**src/rtl/core/signed_speed_command_parser_top_macros.svh**
```systemverilog
// Assertion macros used by the parser top level.
`ifndef SIGNED_SPEED_COMMAND_PARSER_TOP_MACROS_SVH
`define SIGNED_SPEED_COMMAND_PARSER_TOP_MACROS_SVH

// Same-cycle implication, disabled during reset.
`define SSCP_ASSERT_NOW(label, ante, cons, msg) \
    label: assert property (@(posedge clk) disable iff (!rst_n) (ante) |-> (cons)) \
        else $error(msg);

// Next-cycle implication, disabled during reset.
`define SSCP_ASSERT_NEXT(label, ante, cons, msg) \
    label: assert property (@(posedge clk) disable iff (!rst_n) (ante) |=> (cons)) \
        else $error(msg);

`endif

```
**src/rtl/core/sscp_pkg.sv**
```systemverilog
`default_nettype none

package sscp_pkg;

    localparam int LINE_MAX_DEFAULT = 10;

    localparam int SPEED_W = 12;
    localparam int BYTE_W  = 8;

    localparam logic [BYTE_W-1:0] CR_BYTE    = 8'd13;
    localparam logic [BYTE_W-1:0] ARM_BYTE   = 8'h62;  // 'b'
    localparam logic [BYTE_W-1:0] PLUS_BYTE  = 8'h2B;  // '+'
    localparam logic [BYTE_W-1:0] MINUS_BYTE = 8'h2D;  // '-'
    localparam logic [BYTE_W-1:0] ZERO_BYTE  = 8'h30;  // '0'
    localparam logic [BYTE_W-1:0] NINE_BYTE  = 8'h39;  // '9'

    localparam logic [SPEED_W-1:0] MAG_MAX = 12'd4095;

    localparam logic signed [SPEED_W-1:0] SPEED_LOW_RESET  = -12'sd2048;
    localparam logic signed [SPEED_W-1:0] SPEED_HIGH_RESET = 12'sd2047;

    // Register indexes on the configuration port.
    localparam logic REG_SPEED_LOW  = 1'b0;
    localparam logic REG_SPEED_HIGH = 1'b1;

    typedef enum logic [1:0] {
        SIGN_NONE  = 2'd0,
        SIGN_PLUS  = 2'd1,
        SIGN_MINUS = 2'd2,
        SIGN_BAD   = 2'd3
    } sign_t;

    // Line state that does not depend on the line length.
    typedef struct packed {
        logic                armed;
        sign_t               sign_seen;
        logic                digits_open;
        logic [SPEED_W-1:0]  magnitude;
        logic signed [SPEED_W-1:0] target;
    } parse_state_t;

    typedef struct packed {
        logic                      armed_flag;
        logic                      target_updated;
        logic signed [SPEED_W-1:0] target_speed;
        logic [BYTE_W-1:0]         echo_byte;
    } result_t;

    typedef struct packed {
        logic signed [SPEED_W-1:0] speed_low;
        logic signed [SPEED_W-1:0] speed_high;
    } limits_t;

endpackage

`default_nettype wire

```
**src/rtl/core/sscp_cfg.sv**
```systemverilog
`default_nettype none

module sscp_cfg (
    input  wire logic                 clk,
    input  wire logic                 rst_n,
    input  wire logic                 psel,
    input  wire logic                 penable,
    input  wire logic                 pwrite,
    input  wire logic [2:0]           paddr,
    input  wire logic [31:0]          pwdata,
    output logic      [31:0]          prdata,
    output logic                      pready,
    output sscp_pkg::limits_t         limits
);

    logic signed [sscp_pkg::SPEED_W-1:0] speed_low_reg;
    logic signed [sscp_pkg::SPEED_W-1:0] speed_high_reg;
    logic                                wr_en;
    logic                                reg_sel;

    assign pready  = 1'b1;
    assign wr_en   = psel & penable & pwrite & pready;
    // Registers are word aligned; the byte offset bits do not select anything.
    assign reg_sel = paddr[2];

    always_ff @(posedge clk or negedge rst_n)
    begin
        if (!rst_n)
        begin
            speed_low_reg  <= sscp_pkg::SPEED_LOW_RESET;
            speed_high_reg <= sscp_pkg::SPEED_HIGH_RESET;
        end
        else if (wr_en)
        begin
            unique case (reg_sel)
                sscp_pkg::REG_SPEED_LOW:  speed_low_reg  <= pwdata[sscp_pkg::SPEED_W-1:0];
                sscp_pkg::REG_SPEED_HIGH: speed_high_reg <= pwdata[sscp_pkg::SPEED_W-1:0];
                default: ;
            endcase
        end
    end

    always_comb
    begin
        unique case (reg_sel)
            sscp_pkg::REG_SPEED_LOW:
                prdata = {{(32-sscp_pkg::SPEED_W){speed_low_reg[sscp_pkg::SPEED_W-1]}},
                          speed_low_reg};
            sscp_pkg::REG_SPEED_HIGH:
                prdata = {{(32-sscp_pkg::SPEED_W){speed_high_reg[sscp_pkg::SPEED_W-1]}},
                          speed_high_reg};
            default: prdata = '0;
        endcase
    end

    assign limits.speed_low  = speed_low_reg;
    assign limits.speed_high = speed_high_reg;

endmodule

`default_nettype wire

```
**src/rtl/core/sscp_step.sv**
```systemverilog
`default_nettype none

module sscp_step #(
    parameter int LINE_MAX = sscp_pkg::LINE_MAX_DEFAULT,
    parameter int COUNT_W  = $clog2(LINE_MAX + 1)
) (
    input  wire logic [sscp_pkg::BYTE_W-1:0] rx_byte,
    input  wire sscp_pkg::limits_t           limits,
    input  wire sscp_pkg::parse_state_t      state,
    input  wire logic [COUNT_W-1:0]          line_count,
    output sscp_pkg::parse_state_t           state_next,
    output logic [COUNT_W-1:0]               line_count_next,
    output sscp_pkg::result_t                result
);

    localparam logic [COUNT_W-1:0] COUNT_LIMIT = COUNT_W'(LINE_MAX);

    logic                                is_digit;
    logic [15:0]                         mag_acc;
    logic signed [sscp_pkg::SPEED_W:0]   value;
    logic signed [sscp_pkg::SPEED_W:0]   low_ext;
    logic signed [sscp_pkg::SPEED_W:0]   high_ext;
    logic                                in_range;
    logic                                updated;

    assign is_digit = (rx_byte >= sscp_pkg::ZERO_BYTE) && (rx_byte <= sscp_pkg::NINE_BYTE);

    // magnitude * 10 + digit, as two shifts and two adds.
    assign mag_acc = ({4'd0, state.magnitude} << 3) + ({4'd0, state.magnitude} << 1)
                   + {12'd0, rx_byte[3:0]};

    assign value = (state.sign_seen == sscp_pkg::SIGN_MINUS)
                 ? -$signed({1'b0, state.magnitude})
                 :  $signed({1'b0, state.magnitude});
    assign low_ext  = {limits.speed_low[sscp_pkg::SPEED_W-1], limits.speed_low};
    assign high_ext = {limits.speed_high[sscp_pkg::SPEED_W-1], limits.speed_high};
    assign in_range = (value >= low_ext) && (value <= high_ext);

    always_comb
    begin
        state_next      = state;
        line_count_next = line_count;
        updated         = 1'b0;

        if (rx_byte == sscp_pkg::CR_BYTE)
        begin
            if (state.armed)
            begin
                if ((state.sign_seen == sscp_pkg::SIGN_PLUS ||
                     state.sign_seen == sscp_pkg::SIGN_MINUS) && in_range)
                begin
                    state_next.target = value[sscp_pkg::SPEED_W-1:0];
                    updated           = 1'b1;
                end
                state_next.armed       = 1'b0;
                state_next.sign_seen   = sscp_pkg::SIGN_NONE;
                state_next.digits_open = 1'b1;
                state_next.magnitude   = '0;
                line_count_next        = '0;
            end
        end
        else if (rx_byte == sscp_pkg::ARM_BYTE)
        begin
            state_next.armed       = 1'b1;
            state_next.sign_seen   = sscp_pkg::SIGN_NONE;
            state_next.digits_open = 1'b1;
            state_next.magnitude   = '0;
            line_count_next        = '0;
        end
        else if (line_count >= COUNT_LIMIT)
        begin
            // A full line is thrown away together with the byte.
            state_next.sign_seen   = sscp_pkg::SIGN_NONE;
            state_next.digits_open = 1'b1;
            state_next.magnitude   = '0;
            line_count_next        = '0;
        end
        else
        begin
            if (line_count == '0)
            begin
                if (rx_byte == sscp_pkg::PLUS_BYTE)
                    state_next.sign_seen = sscp_pkg::SIGN_PLUS;
                else if (rx_byte == sscp_pkg::MINUS_BYTE)
                    state_next.sign_seen = sscp_pkg::SIGN_MINUS;
                else
                    state_next.sign_seen = sscp_pkg::SIGN_BAD;
            end
            else if (state.digits_open)
            begin
                if (is_digit)
                    state_next.magnitude = (mag_acc > {4'd0, sscp_pkg::MAG_MAX})
                                         ? sscp_pkg::MAG_MAX
                                         : mag_acc[sscp_pkg::SPEED_W-1:0];
                else
                    state_next.digits_open = 1'b0;
            end
            line_count_next = line_count + COUNT_W'(1);
        end
    end

    assign result.echo_byte      = rx_byte;
    assign result.target_speed   = state_next.target;
    assign result.target_updated = updated;
    assign result.armed_flag     = state_next.armed;

endmodule

`default_nettype wire

```
**src/rtl/core/signed_speed_command_parser_top.sv**
```systemverilog
// Signed speed command parser.
// Bytes from a serial receiver enter on the s_ channel; every accepted byte
// produces exactly one transaction on the m_ channel carrying the echoed byte,
// the current target speed, a flag that the byte committed a new target, and
// the armed state. 'b' arms the parser; a signed decimal line ended by a
// carriage return sets the target when it lies within speed_low..speed_high.
// A byte accepted at a clock edge is loaded into the output register at that
// edge and is valid on the m_ channel from the next cycle on. Throughput is
// one byte per cycle; the whole per-byte update (a multiply by ten, an add
// and two limit compares) sits between the state registers and the output
// register. While the output register holds a transaction that the receiver
// stalls, s_tready stays low; it rises again in the cycle the result is
// taken, so a steady stream keeps moving as long as m_tready is high.
// Reset clears the line, disarms the parser, sets the target to zero and the
// limits to -2048 and 2047. The user must write the limits over the APB port
// only while idle; the block itself leaves this unchecked.
`default_nettype none

`include "signed_speed_command_parser_top_macros.svh"

module signed_speed_command_parser_top #(
    parameter int LINE_MAX = sscp_pkg::LINE_MAX_DEFAULT
) (
    input  wire logic        clk,
    input  wire logic        rst_n,
    input  wire logic        s_tvalid,
    output logic             s_tready,
    input  wire logic [7:0]  s_tdata,   // [7:0] rx_byte
    output logic             m_tvalid,
    input  wire logic        m_tready,
    // [7:0] echo_byte, [19:8] target_speed, [20] target_updated,
    // [21] armed_flag, [23:22] zero
    output logic [23:0]      m_tdata,
    input  wire logic        psel,
    input  wire logic        penable,
    input  wire logic        pwrite,
    input  wire logic [2:0]  paddr,
    input  wire logic [31:0] pwdata,
    output logic [31:0]      prdata,
    output logic             pready
);

    localparam int COUNT_W = $clog2(LINE_MAX + 1);

    sscp_pkg::limits_t      limits;
    sscp_pkg::parse_state_t state_reg;
    sscp_pkg::parse_state_t state_next;
    logic [COUNT_W-1:0]     line_count_reg;
    logic [COUNT_W-1:0]     line_count_next;
    sscp_pkg::result_t      result_next;
    sscp_pkg::result_t      result_reg;
    logic                   m_tvalid_reg;
    logic                   in_accept;

    sscp_cfg u_cfg (
        .clk     (clk),
        .rst_n   (rst_n),
        .psel    (psel),
        .penable (penable),
        .pwrite  (pwrite),
        .paddr   (paddr),
        .pwdata  (pwdata),
        .prdata  (prdata),
        .pready  (pready),
        .limits  (limits)
    );

    sscp_step #(
        .LINE_MAX (LINE_MAX),
        .COUNT_W  (COUNT_W)
    ) u_step (
        .rx_byte         (s_tdata),
        .limits          (limits),
        .state           (state_reg),
        .line_count      (line_count_reg),
        .state_next      (state_next),
        .line_count_next (line_count_next),
        .result          (result_next)
    );

    assign s_tready  = !m_tvalid_reg || m_tready;
    assign in_accept = s_tvalid && s_tready;

    always_ff @(posedge clk or negedge rst_n)
    begin
        if (!rst_n)
        begin
            state_reg.armed       <= 1'b0;
            state_reg.sign_seen   <= sscp_pkg::SIGN_NONE;
            state_reg.digits_open <= 1'b1;
            state_reg.magnitude   <= '0;
            state_reg.target      <= '0;
            line_count_reg        <= '0;
            m_tvalid_reg          <= 1'b0;
        end
        else if (in_accept)
        begin
            state_reg      <= state_next;
            line_count_reg <= line_count_next;
            m_tvalid_reg   <= 1'b1;
        end
        else if (m_tready)
        begin
            m_tvalid_reg <= 1'b0;
        end
    end

    always_ff @(posedge clk)
    begin
        if (in_accept)
            result_reg <= result_next;
    end

    assign m_tvalid = m_tvalid_reg;
    assign m_tdata  = {2'b00, result_reg.armed_flag, result_reg.target_updated,
                       result_reg.target_speed, result_reg.echo_byte};

    `SSCP_ASSERT_NOW(a_update_disarms, m_tvalid && result_reg.target_updated, !result_reg.armed_flag, "target committed while still armed")
    `SSCP_ASSERT_NOW(a_update_in_limits, m_tvalid && result_reg.target_updated, (result_reg.target_speed >= limits.speed_low) && (result_reg.target_speed <= limits.speed_high), "committed target outside limits")
    `SSCP_ASSERT_NEXT(a_accept_gives_result, in_accept, m_tvalid && (result_reg.echo_byte == $past(s_tdata)), "accepted byte did not reach the output")
    `SSCP_ASSERT_NEXT(a_cr_disarms, in_accept && (s_tdata == sscp_pkg::CR_BYTE), !state_reg.armed && (line_count_reg == $past(state_reg.armed ? '0 : line_count_reg)), "carriage return left parser armed or line altered")

endmodule

`default_nettype wire

```
**config.mk**
```make
export PLATFORM = sky130hd
export DESIGN_NAME = signed_speed_command_parser_top
export DESIGN_NICKNAME = d
export VERILOG_FILES = /design/src/rtl/core/sscp_pkg.sv /design/src/rtl/core/sscp_cfg.sv /design/src/rtl/core/sscp_step.sv /design/src/rtl/core/signed_speed_command_parser_top.sv
export VERILOG_INCLUDE_DIRS = /design/src /design/src/rtl/core
export SDC_FILE = /design/constraint.sdc
export NUM_CORES = 1
export LEC_CHECK = 0
export BUFFER_PORTS_ARGS = -buffer_cell sky130_fd_sc_hd__buf_2
export CORE_MARGIN = 2
export CORE_UTILIZATION = 50
export DETAILED_ROUTE_END_ITERATION = 12
export GPL_ROUTABILITY_DRIVEN = 0
export GPL_TIMING_DRIVEN = 0
export PLACE_DENSITY_LB_ADDON = 0.08
export SYNTH_ARGS = -nofsm -noshare
export SYNTH_HDL_FRONTEND = slang
export SYNTH_HIERARCHICAL = 1
export SYNTH_SLANG_ARGS = --single-unit
```
**constraint.sdc**
```tcl
create_clock -name clk -period 4.3 [get_ports clk]
set_input_delay 0.43 -clock clk [delete_from_list [all_inputs] [get_ports clk]]
set_output_delay 0.43 -clock clk [all_outputs]
set_load 0.005 [all_outputs]
```
**After elaboration in Yosys (flattened, before gate mapping)**

Cells that the tools add are included.

- $add $sub $neg: 4
- $lt $le $gt $ge: 6
- Equal/unequal tests: 8
- Muxes and demuxes: 24
- Bitwise logic cells: 3
- Reductions and logical operators: 19

Operators by type and width:

| kind | number |
|---|---|
| case mux 32 bit (2 select lines) | 1 |
| 2-to-1 mux 12 bit | 4 |
| 2-to-1 mux 13 bit | 3 |
| 2-to-1 mux 15 bit | 2 |
| 2-to-1 mux 27 bit | 1 |
| adder 15 x 13 -> 16 bit | 1 |
| adder 16 x 4 -> 16 bit | 1 |
| equality test 8 x 6 -> 1 bit (second input constant) | 2 |
| > comparator 16 x 12 -> 1 bit (second input constant) | 1 |
| 2-to-1 mux 16 bit | 1 |
| 2-to-1 mux 4 bit | 4 |
| >= comparator 13 x 12 -> 1 bit | 1 |
| less-or-equal comparator 13 x 12 -> 1 bit | 1 |
| negator 12 -> 13 bit | 1 |
| nonzero test 4 bit | 3 |
| equality test 8 x 4 -> 1 bit (second input constant) | 1 |
| equality test 8 x 7 -> 1 bit (second input constant) | 1 |
| >= comparator 8 x 6 -> 1 bit (second input constant) | 1 |
| less-or-equal comparator 8 x 6 -> 1 bit (second input constant) | 1 |
| AND reduction 2 bit | 4 |
| 2-to-1 mux 1 bit | 6 |
| AND reduction 3 bit | 2 |
| AND reduction 5 bit | 1 |
| adder 4 x 1 -> 4 bit (second input constant) | 1 |
| other kinds (13) | 19 |

- Register bits after elaboration: 79
- Input port bits: 50
- Output and inout port bits: 59

**Depth between registers and ports, before layout**

- Depth after elaboration: 10
- Gate-level depth with buffers: 18

**Hierarchy**

The synthesis kept the hierarchy.

Modules (own cells, without submodules):

| module | instances | cells an instance | area an instance (um2) | seq. area each (um2) |
|---|---|---|---|---|
| sscp_step | 1 | 329 | 2,467.4 | 0.0 |
| signed_speed_command_parser_top | 1 | 97 | 2,044.5 | 1,487.7 |
| sscp_cfg | 1 | 87 | 1,283.7 | 615.6 |

**Worst setup path after synthesis**

OpenSTA, ideal clock, no wires.

- Path kind: reg2reg
- From: reg state_reg[12] in the netlist's numbering
- To: reg state_reg[10] in the netlist's numbering
- Setup time: 0.125 ns
- Data arrival time: 4.275 ns
- Data required time: 4.175 ns
- Setup slack: -0.100 ns
- Stages on the path, launching flop included: 18
- Clock period less this slack: 4.400 ns
- Cell sequence: dfrtp_1 -> inv_1 -> ha_1 -> nand2_1 -> or4_1 -> or2_2 -> o31ai_1 -> xnor2_1 -> ha_1 -> nand4_1 -> or4_1 -> o21ai_1 -> mux2i_1 -> nor4_2 -> buf_6 -> mux2_4 -> buf_4 -> mux2_4

RTL lines:

| item | RTL line | RTL |
|---|---|---|
| from (decl) | signed_speed_command_parser_top.sv:46 | `sscp_pkg::parse_state_t state_reg;` |
| from (signal assigned) | signed_speed_command_parser_top.sv:98 | `state_reg <= state_next;` |

==> summary.md <==
| Metric | Value |
|---|---|
| Synthesized instance count | 513 |
| Critical-path cell list | inv_4 > ha_4 > nand2_2 > or4_4 > or2_4 > o21ai_2 > xnor2_2 > ha_1 > a21oi_1 > o22ai_1 > nor4b_2 > a31oi_2 > nor4_2 > buf_4 > buf_8 > mux2_4 > buf_6 > mux2_4 |
| Setup CP Type | reg2reg |
| Critical Path Slowest Stage Cell | or4_4 |
| Yosys Warn Count | 6 |
| Synth Flop Type | dfrtp_1 |
| DRC Markers | 0 |
| # Max-Cap Violations | 0 |
| Crit share post-route | 0.989 |
| RR Startpoint | state_reg[12] |
| Number of routed nets with antenna violations | 0 |
| Global Route Usage Sum | 0.208 |
| Multi-input logic area | 3250 sq um |
| Fillers | around 930 |
| Diodes inserted | 0 |
| Vias per cell | 5.36 |
| VDD IR-drop max | ~0.00023 V |
| Die width | about 110 um |
| Pwr dens | roughly 380 nW/um^2 |
| Nets | approximately 740 |
| Startpoint Class | flip-flop |
| Ports | around 110 |
| Detailed Routing Iterations Pass 1 | 4 |
| Die H | 112 um |
| Asr flop ratio synth | 0.722 |
| Post-synthesis cell area | 5800 sq um |
| Die area | 12500 sq um |
| Final Hold Viols | 0 |
| R2R depth | 18 |
| Clock slew at reported path FFs | roughly 60 ps |
| DP Cell Count | 740 |
| Tightest Pin Transition | about 830 ps |
| PnR worst setup slack | about 49 ps |
| Worst setup path startpoint | state_reg[12] |
| Worst skew pair latency | about 340 ps |
| Synth unique cells | 60 |
| Core ar. | ~11000 sq um |
| Clock sinks | roughly 80 |
| Final Critical Period | between 4000 and 5000 ps |
| Routed wire per std cell | approximately 16 um |
| CP dominant cell by count | mux2_4 |
| Vias | 4167 |
| First-pass GRT wire length | about 21 mm |
| Buffer depth of the longest clock path | 2 |
| Layout Skew | between 7 and 8 ps |
| 1st-iter DRT viols | between 150 and 200 |
| Most frequent cells in the layout | buf_2 (84), buf_4 (62), mux2_4 (51), ha_1 (51), dfrtp_1 (42) |
| Min-delay worst type | in2async |
| CP arrival | ~4500 ps |
| Slew margin rel. | 0.447 |
| CTS tree | built |
| Routed WL | about 12 mm |
| RSZ-0062 raised after global routing | true |
| Synthesized flop and latch total | 79 |
| Worst Setup EP | state_reg[6] |
| Cell Count, Final, Fillers Out | approximately 780 |
| Share of cells above drive strength 1 | 0.469 |
| Leakage | between 0.003 and 0.004 uW |
| R2R Setup Slk | between 40 and 50 ps |
| Crit-path max cell delay | around 430 ps |
| Hold_buf cts | 0 |
| Area Overhead vs Synth | 21.1% |
| DP HPWL | 9.13 mm |
| Fmax | 235 MHz |
| Critical Path Fanout Max | 5 |
| Largest net degree at the start of global routing | 58 |
| Post-synthesis sequential area ratio | 0.363 |
| Pre-CTS WS | -527 ps |
| Max H-tree Level | 3 |
| Post-synth EDFFs | 22 |
| Register area | approximately 2100 sq um |
| Root Buffer Master | clkbuf_16 |
| Total Power | between 2000 and 3000 uW |
| Max FFs per register | 28 |
| Vias in the first global route | 4291 |
| Crit end category | flip-flop |
| Setup violations, final | 0 |
| Setup_tns | 0 ps |
| FF-to-FF End | state_reg[6] |
| Total global routing overflow | 0 |
| Required @ worst endpoint | 4510 ps |
| Num CTS Buffers | 9 |
| Initial Util | 0.510 |
| Avg Cell Area, Syn | ~11 sq um |
| Run status | finished, final reports clean |
| Final core occ | 0.617 |
| Commonest non-fill, non-tap cell in the layout | buf_2 |
| Final Max Slew Viols | 0 |
| PortBufs | 83 |
| Initial antenna violation count | 0 |
| Row Count | 39 |
synthesized netlist by cell type, drive strengths merged, types with 7 or more instances:
cell type | n | area share
xnor2 | 14 | 0.021
nand2 | 25 | 0.017
nor2 | 13 | 0.0084
nand2b | 7 | 0.0089
buf | 53 | 0.072
a21o | 13 | 0.017
ha | 54 | 0.12
a221o | 11 | 0.019
o21ai | 18 | 0.016
nor3 | 8 | 0.0069
mux2 | 80 | 0.19
dfstp | 13 | 0.059
a21oi | 24 | 0.021
inv | 39 | 0.025
dfrtp | 44 | 0.19
edfxtp | 22 | 0.11
cell families after synthesis:
| logic type | share of synthesized area |
|---|---|
| AND/OR/NAND/NOR | 0.0924 |
| other | 0.00130 |
| multiplexers | 0.191 |
| buffers and inverters | 0.0989 |
| flip-flops | 0.363 |
| AO/OA/AOI/OAI | 0.103 |
| adder cells (fa/ha/maj) | 0.123 |
| XOR/XNOR | 0.0272 |
worst min path at each step:
| stage | endpoint | slack (ps) | cells after the start | startpoint |
|---|---|---|---|---|
| floorplan | line_count_reg[0] | 130 | 0 | rst_n |
| global placement | state_reg[10] | 490 | 1 | state_reg[10] |
| detailed placement | state_reg[0] | 500 | 1 | state_reg[0] |
| CTS | m_tvalid | 320 | 2 | s_tvalid |
| global route | u_cfg/speed_low_reg[1] | 220 | 1 | rst_n |
| finish | u_cfg/speed_low_reg[1] | 160 | 1 | rst_n |
metrics by stage:
stage / hold slack (ps) / area (sq um)
after detailed placement: 497 / 6390
final: 164 / 7020
after floorplan: 134 / 5800
after global routing: 216 / 7020
after global placement: 493 / 6390
after CTS: 322 / 6930
repair_timing:
action / CTS / global route
gates resized for setup: 20 / 19
endpoints found under the setup margin: 24 / 12
buffers inserted: 20 / 10
pin swaps: 5 / 8
cloned: 1 / 0
power by group:
part	internal (uW)	switching (uW)	total [uW]	leakage, uW
clock	446	299	745	0.000132
combinational	492	434	926	0.00252
sequential	901	92.6	993	0.000922
total	1840	826	2660	0.00357
critical path: cells and delay by family, from the launching register on:
family	cells	cell delay, ps
mux	2	580
fa+ha+maj	2	440
buf+inv	4	500
flops	1	420
compound gates	4	650
simple gates	5	1340
xor+xnor	1	180
layout make-up:
| type | count | area share |
|---|---|---|
| Multi-Input combinational cell | 340 | 0.463 |
| Sequential cell | 79 | 0.300 |
| Timing Repair Buffer | 113 | 0.0945 |
| Buffer | 48 | 0.0545 |
| Clock buffer | 10 | 0.0326 |
| Tap cell | 143 | 0.0255 |
| Inverter | 39 | 0.0212 |
| Clock inverter | 6 | 0.00873 |
metal layers:
layer,GRT usage,wire length [um],vias to the layer above,part of all wire
li1,-,-,2051,-
met1,0.283,6040,1984,0.48
met2,0.334,5690,112,0.46
met3,0.0338,491,20,0.039
met4,0.0782,258,0,0.021
met5,0,0,-,0
No activity file was read; power rests on OpenSTA's default activity.
